File: config.mk
export PLATFORM = sky130hd
export DESIGN_NAME = kls_cell
export DESIGN_NICKNAME = d
export VERILOG_FILES = /design/src/design/kls_pkg.sv /design/src/design/kls_cell.sv
export SDC_FILE = /design/constraint.sdc
export NUM_CORES = 1
export LEC_CHECK = 0
export ABC_CLOCK_PERIOD_IN_PS = 4110
export BUFFER_PORTS_ARGS = -buffer_cell sky130_fd_sc_hd__buf_4
export CAP_MARGIN = 20
export CORE_ASPECT_RATIO = 1.1
export CORE_MARGIN = 2
export CORE_UTILIZATION = 45
export DETAILED_ROUTE_END_ITERATION = 8
export PLACE_DENSITY = 0.7
export SLEW_MARGIN = 25
export SYNTH_ARGS = -nofsm -noshare
export SYNTH_HDL_FRONTEND = slang
export SYNTH_SLANG_ARGS = --single-unit
File: constraint.sdc
create_clock -name clk -period 4.11 [get_ports clk]
set_input_delay 0.411 -clock clk [delete_from_list [all_inputs] [get_ports clk]]
set_output_delay 0.411 -clock clk [all_outputs]
set_load 0.01 [all_outputs]
File: src/design/kls_pkg.sv
// Package for the k-th largest stream selector.
// Holds the item types, the cell control struct and fixed widths; no dependencies.
`default_nettype none

package kls_pkg;

	localparam int VALUE_WIDTH = 32;
	localparam int RANK_WIDTH  = 7;

	localparam logic signed [VALUE_WIDTH-1:0] VALUE_MIN = {1'b1, {(VALUE_WIDTH-1){1'b0}}};

	typedef struct packed {
		logic signed [VALUE_WIDTH-1:0] sample_value;
		logic                          set_end;
	} sample_t;

	typedef struct packed {
		logic signed [VALUE_WIDTH-1:0] rank_value;
		logic                          short_set;
	} result_t;

	// Broadcast control from the top level to every cell of the chain
	typedef struct packed {
		logic load;    // an item is accepted this cycle
		logic append;  // fewer than k values kept: insert without dropping
		logic clear;   // last item of the set: empty the chain after the update
	} cell_ctl_t;

endpackage

`default_nettype wire

File: src/design/kls_cell.sv
// One cell of the sorted chain: holds one kept value and its valid bit.
// Depends on kls_pkg; neighbours are the next smaller (lo) and next larger (hi) cell.
`default_nettype none

module kls_cell import kls_pkg::*; (
	input  wire logic                          clk,
	input  wire logic                          arst_n,
	input  wire cell_ctl_t                     ctl,
	input  wire logic signed [VALUE_WIDTH-1:0] sample_value,
	input  wire logic signed [VALUE_WIDTH-1:0] lo_value,
	input  wire logic                          lo_valid,
	input  wire logic signed [VALUE_WIDTH-1:0] hi_value,
	input  wire logic                          hi_valid,
	output logic signed [VALUE_WIDTH-1:0]      value,
	output logic                               valid,
	output logic signed [VALUE_WIDTH-1:0]      value_nxt
);

	logic signed [VALUE_WIDTH-1:0] value_q;
	logic                          valid_q;
	logic                          valid_nxt;

	always_comb begin
		value_nxt = value_q;
		valid_nxt = valid_q;
		if (ctl.append) begin
			// insert: keep if not above the sample, else take the sample or shift up
			if (valid_q && (value_q <= sample_value)) begin
				value_nxt = value_q;
				valid_nxt = 1'b1;
			end else if (lo_valid && (lo_value <= sample_value)) begin
				value_nxt = sample_value;
				valid_nxt = 1'b1;
			end else begin
				value_nxt = lo_value;
				valid_nxt = lo_valid;
			end
		end else if (valid_q) begin
			// replace: drop the smallest, shift down below the insertion point
			if (hi_valid && (sample_value > hi_value)) begin
				value_nxt = hi_value;
			end else if (sample_value > value_q) begin
				value_nxt = sample_value;
			end
		end
	end

	always_ff @(posedge clk) begin
		if (ctl.load) begin
			value_q <= value_nxt;
		end
	end

	always_ff @(posedge clk or negedge arst_n) begin
		if (!arst_n) begin
			valid_q <= 1'b0;
		end else if (ctl.load) begin
			valid_q <= ctl.clear ? 1'b0 : valid_nxt;
		end
	end

	assign value = value_q;
	assign valid = valid_q;

endmodule

`default_nettype wire

== Word-level counts from Yosys, hierarchy flattened ==
Index checks and enable logic that the tools add are counted.
Word-level totals
  input bits: 103
  word-level logic and storage cells: 21
  bits in registers: 33
  output and inout bits: 65
Operators by class
  muxes and demuxes: 10
  reductions and logical operators: 5
  magnitude comparators: 4
Operators by type and width (number)
  two-way mux 32 bit: 6
  greater-than comparator 32 bit: 2
  <= comparator 32 bit: 2
  two-way mux 1 bit: 4
  logical AND 1 bit: 3
  AND reduction 2 bit: 1
  nonzero test 2 bit: 1

== Depth between registers and ports, before layout ==
  depth in word-level cells: 6
  mapped depth: 12
  depth with buffers taken out: 10

== Least setup slack after synthesis ==
OpenSTA, ideal clock, no wires.
  path kind: reg2out
  start point: register value_q[27], in the netlist value[27]
  end point: output port value_nxt[0]
  buffers on the path: 1
  stages on the path, launching flop included: 11
  setup slack: 0.812 ns
  data required time: 3.699 ns
  data arrival time: 2.887 ns
  cells stage by stage: edfxtp_1 inv_1 ha_1 nand4_1 or4_4 a31oi_4 buf_6 mux2_2 nand3_1 o32ai_1 nor4_1
On the way
  cells in the longest elaborated chain, start to end: 5
  elaborated cells between the ends (all ways): 8
  those cells by class: order compare (2); mux (5); reduce/logical (1)
RTL lines
  start, declared: RTL line kls_cell.sv:19  | logic signed [VALUE_WIDTH-1:0] value_q;
  start signal, assigned: RTL line kls_cell.sv:50  | value_q <= value_nxt;
  greater-than comparator 32 bit: RTL line kls_cell.sv:42  | end else if (sample_value > value_q) begin
  two-way mux 32 bit: RTL line kls_cell.sv:42
  two-way mux 32 bit: RTL line kls_cell.sv:40  | if (hi_valid && (sample_value > hi_value)) begin
  two-way mux 32 bit: RTL line kls_cell.sv:38  | end else if (valid_q) begin
  two-way mux 32 bit *: RTL line kls_cell.sv:26  | if (ctl.append) begin
  end, declared: RTL line kls_cell.sv:16  | output logic signed [VALUE_WIDTH-1:0] value_nxt
Mark *: on every way between the ends. The rest lies on a longest branch, timed or not.

== Worst setup path after layout ==
  start point: register value_q[23], in the netlist value[23]
  end point: output port value_nxt[11]
Same word-level chain as after synthesis.

==> impl_metrics.toml <==
[status]
status = "complete, no violations"

[synthesis]
synthCells = 762
synth_edf_count = 32
synth_async_sr_flop_share_pct = 3.03
synth_nets = 961
synth_cell_type_count = 58
yosys_register_bits = 33
syn_area_per_cell_sq_um = 8.09
yosysWarnings = 0
ys_seq_area_share_pct = 16.0
synth_area_sq_mm = 0.00617
ys.flop_type = "edfxtp_1"

[clock_tree]
root_buffer = "clkbuf_16"
clkTransAtPathRegs_ps = 60
cts_buffers = 5
cts_max_level = 2
cts_tree = "done"
insertion_delay_ps = 300
clock_sinks = 33
cts_buffer_depth = 2

[sta]
max_freq_mhz = 256
min_period_over_period_pct = 95.0
worst_pin_slew_ps = 911
setup_viol = 0
maxSlewHeadroom_pct = 39.2
slew_viol_final = 0
clock_skew_ps = 7.79
holdWs_ps = 295
period_needed_ps = 3910
hold_viol_final = 0

[setup_path]
crit_path_cell_trace = "inv_1 > ha_1 > nand4_1 > or4_4 > a31oi_4 > buf_4 > nor4_1 > a211o_1 > a211oi_2 > o221ai_1 > buf_4"
critPathRequiredTime_ps = 3700
timing.critical_path.buf_inv = 3
startpoint_type = "register"
cpMostUsedCell = "buf_4"
crit_type = "register to output pin"
setup.worst_path.end_class = "output pin"
critPathArrivalTime_ps = 3490
slowest_stage = "or4_4"
cpPeakStageDelay_ps = 640
critPathMaxFanout = 22
path_delay_family = "simple AND/OR/NAND/NOR gates"

[floorplanning]
rows = 44
dieWidth_microns = 116
core_area_sq_mm = 0.0133
ios = 168
dieArea_sq_mm = 0.0147
die_h_microns = 127
initial_core_util_pct = 46.3

[drt]
vias = 6842
wl_per_cell_microns = 19.5
drt_wl_total_mm = 21.4
viasPerCell = 6.23
drc = 0
antenna_left = 0
first_pass_iters = 5
drt_iter0_drc = 681

[power_and_ir_drop]
power_per_cell_area_mw_per_mm2 = 278
total_power_mw = 2.17
p_leak_nw = 3.93
ir_drop_mv = 0.131

[grt]
grt_max_degree = 38
grt_overflow = 0
antenna_found_initial = 0
grt_usage_pct = 28.8
grt_pass1_wl_mm = 34.0
grt_pass1_vias = 6725

[final_layout]
stdcell_area_sq_mm = 0.00783
fin_util_pct = 58.8
syn_to_final_growth_pct = 26.9
antennaDiodeCount = 0
drive_gt1_share_pct = 27.5
fill_cells = 1261
final_nets = 1114

[worst_hold_path]
hold_path.class = "primary input to register"

[placement]
place_area_sq_mm = 0.00763
dp_hpwl_mm = 16.1
place_congestion = 0.926
io_buffers = 167

[flow_run]
cap_violations = 0
[layer usage]
layer	global-route usage, %	share of wire (%)	vias to the layer above
li1	-	-	3234
met1	37.5	43	3289
met2	48.1	49	282
met3	4.06	6.3	37
met4	10.8	2.2	0
met5	0	0	-
[cells in the final DEF (no fill, tap or decap), types with 3 or more instances in the layout]
cell type,Yosys,layout
buf_12,0,3
edfxtp_1,32,32
nor2_1,12,12
clkbuf_16,0,5
o21ai_0,76,75
nand3_1,9,9
and3_1,32,32
a211oi_1,3,3
a211oi_2,31,31
a21oi_1,46,44
o211ai_1,3,3
nand2_1,26,26
o21a_1,4,4
nand4_1,23,23
ha_1,96,96
nand2b_1,3,3
a21o_1,66,66
nor3_1,5,5
a211o_1,32,32
inv_1,104,104
nor4_1,34,33
o221ai_1,32,32
buf_4,2,192
[final cells by class]
cell class              count  area [sq um]  area share, %
clock inverters             1          3.75         0.0480
repair buffers            197          1520           19.5
clock buffers               6           129           1.65
flip-flops and latches     33           986           12.6
multi-input cells         574          4570           58.3
well taps                 184           230           2.94
inverters                 104           390           4.99
[what timing repair did]
item                       CTS  global route
resized for setup            0             5
buffers inserted             0             3
hold endpoints to repair     1             0
setup endpoints to repair    0            31
hold buffers                 1             0
[flip-flops by register name (all words and copies together) (netlist names)]
name / cells
value: 32
valid: 1
[metrics by stage]
| step | TNS (ps) | setup slack [ps] | std cells |
|---|---|---|---|
| floorplan | 0 | 812 | 762 |
| global placement | 0 | 300 | 1088 |
| detailed placement | 0 | 239 | 1088 |
| CTS | 0 | 43.5 | 1096 |
| global route | -8.54 | -8.54 | 1099 |
| finish | 0 | 205 | 1099 |
[worst paths after layout]
kind	startpoint	end	slack, ps	cells past startpoint
max	value[23]	value_nxt[11]	200	11
min	ctl[0]	valid	300	2
max reg2reg	value[23]	value[11]	810	10
min reg2reg	valid	valid	580	2
max in group asynchronous	arst_n	valid	3610	2
min in group asynchronous	arst_n	valid	420	2
[cell usage after synthesis, types with 2 or more instances]
cell type / number / area [sq um]
a211o_1: 32 / 280
a211oi_1: 3 / 22.5
a211oi_2: 31 / 388
a21o_1: 66 / 495
a21oi_1: 46 / 230
a221oi_1: 2 / 17.5
and3_1: 32 / 200
and4_1: 2 / 17.5
buf_2: 7 / 35.0
buf_4: 2 / 15.0
buf_6: 7 / 78.8
clkbuf_1: 29 / 109
clkbuf_4: 6 / 45.0
edfxtp_1: 32 / 961
ha_1: 96 / 1200
inv_1: 104 / 390
mux2_2: 2 / 22.5
nand2_1: 26 / 97.6
nand2b_1: 3 / 18.8
nand3_1: 9 / 45.0
nand4_1: 23 / 144
nor2_1: 12 / 45.0
nor2b_1: 2 / 12.5
nor3_1: 5 / 25.0
nor4_1: 34 / 213
nor4_2: 3 / 37.5
o211ai_1: 3 / 22.5
o21a_1: 4 / 30.0
o21ai_0: 76 / 380
o21ai_1: 2 / 10.0
o221ai_1: 32 / 280
o32ai_1: 2 / 17.5
or4_4: 2 / 22.5
[power breakdown]
group | internal, mW | switching (mW) | leakage (nW)
clock | 0.220 | 0.161 | 0.0644
sequential | 0.431 | 0.0369 | 0.332
combinational | 0.580 | 0.746 | 3.54
[cell families (layout without fill, tap and decap cells)]
kind of cell,Yosys count,count (layout),synth area share [%]
AO/OA/AOI/OAI,312,312,37.4
adder cells (fa/ha/maj),96,96,19.5
buffers and inverters,155,308,10.9
AND/OR/NAND/NOR,164,164,15.9
flip-flops,33,33,16.0
multiplexers,2,2,0.365
(Power assumes the default switching activity.)
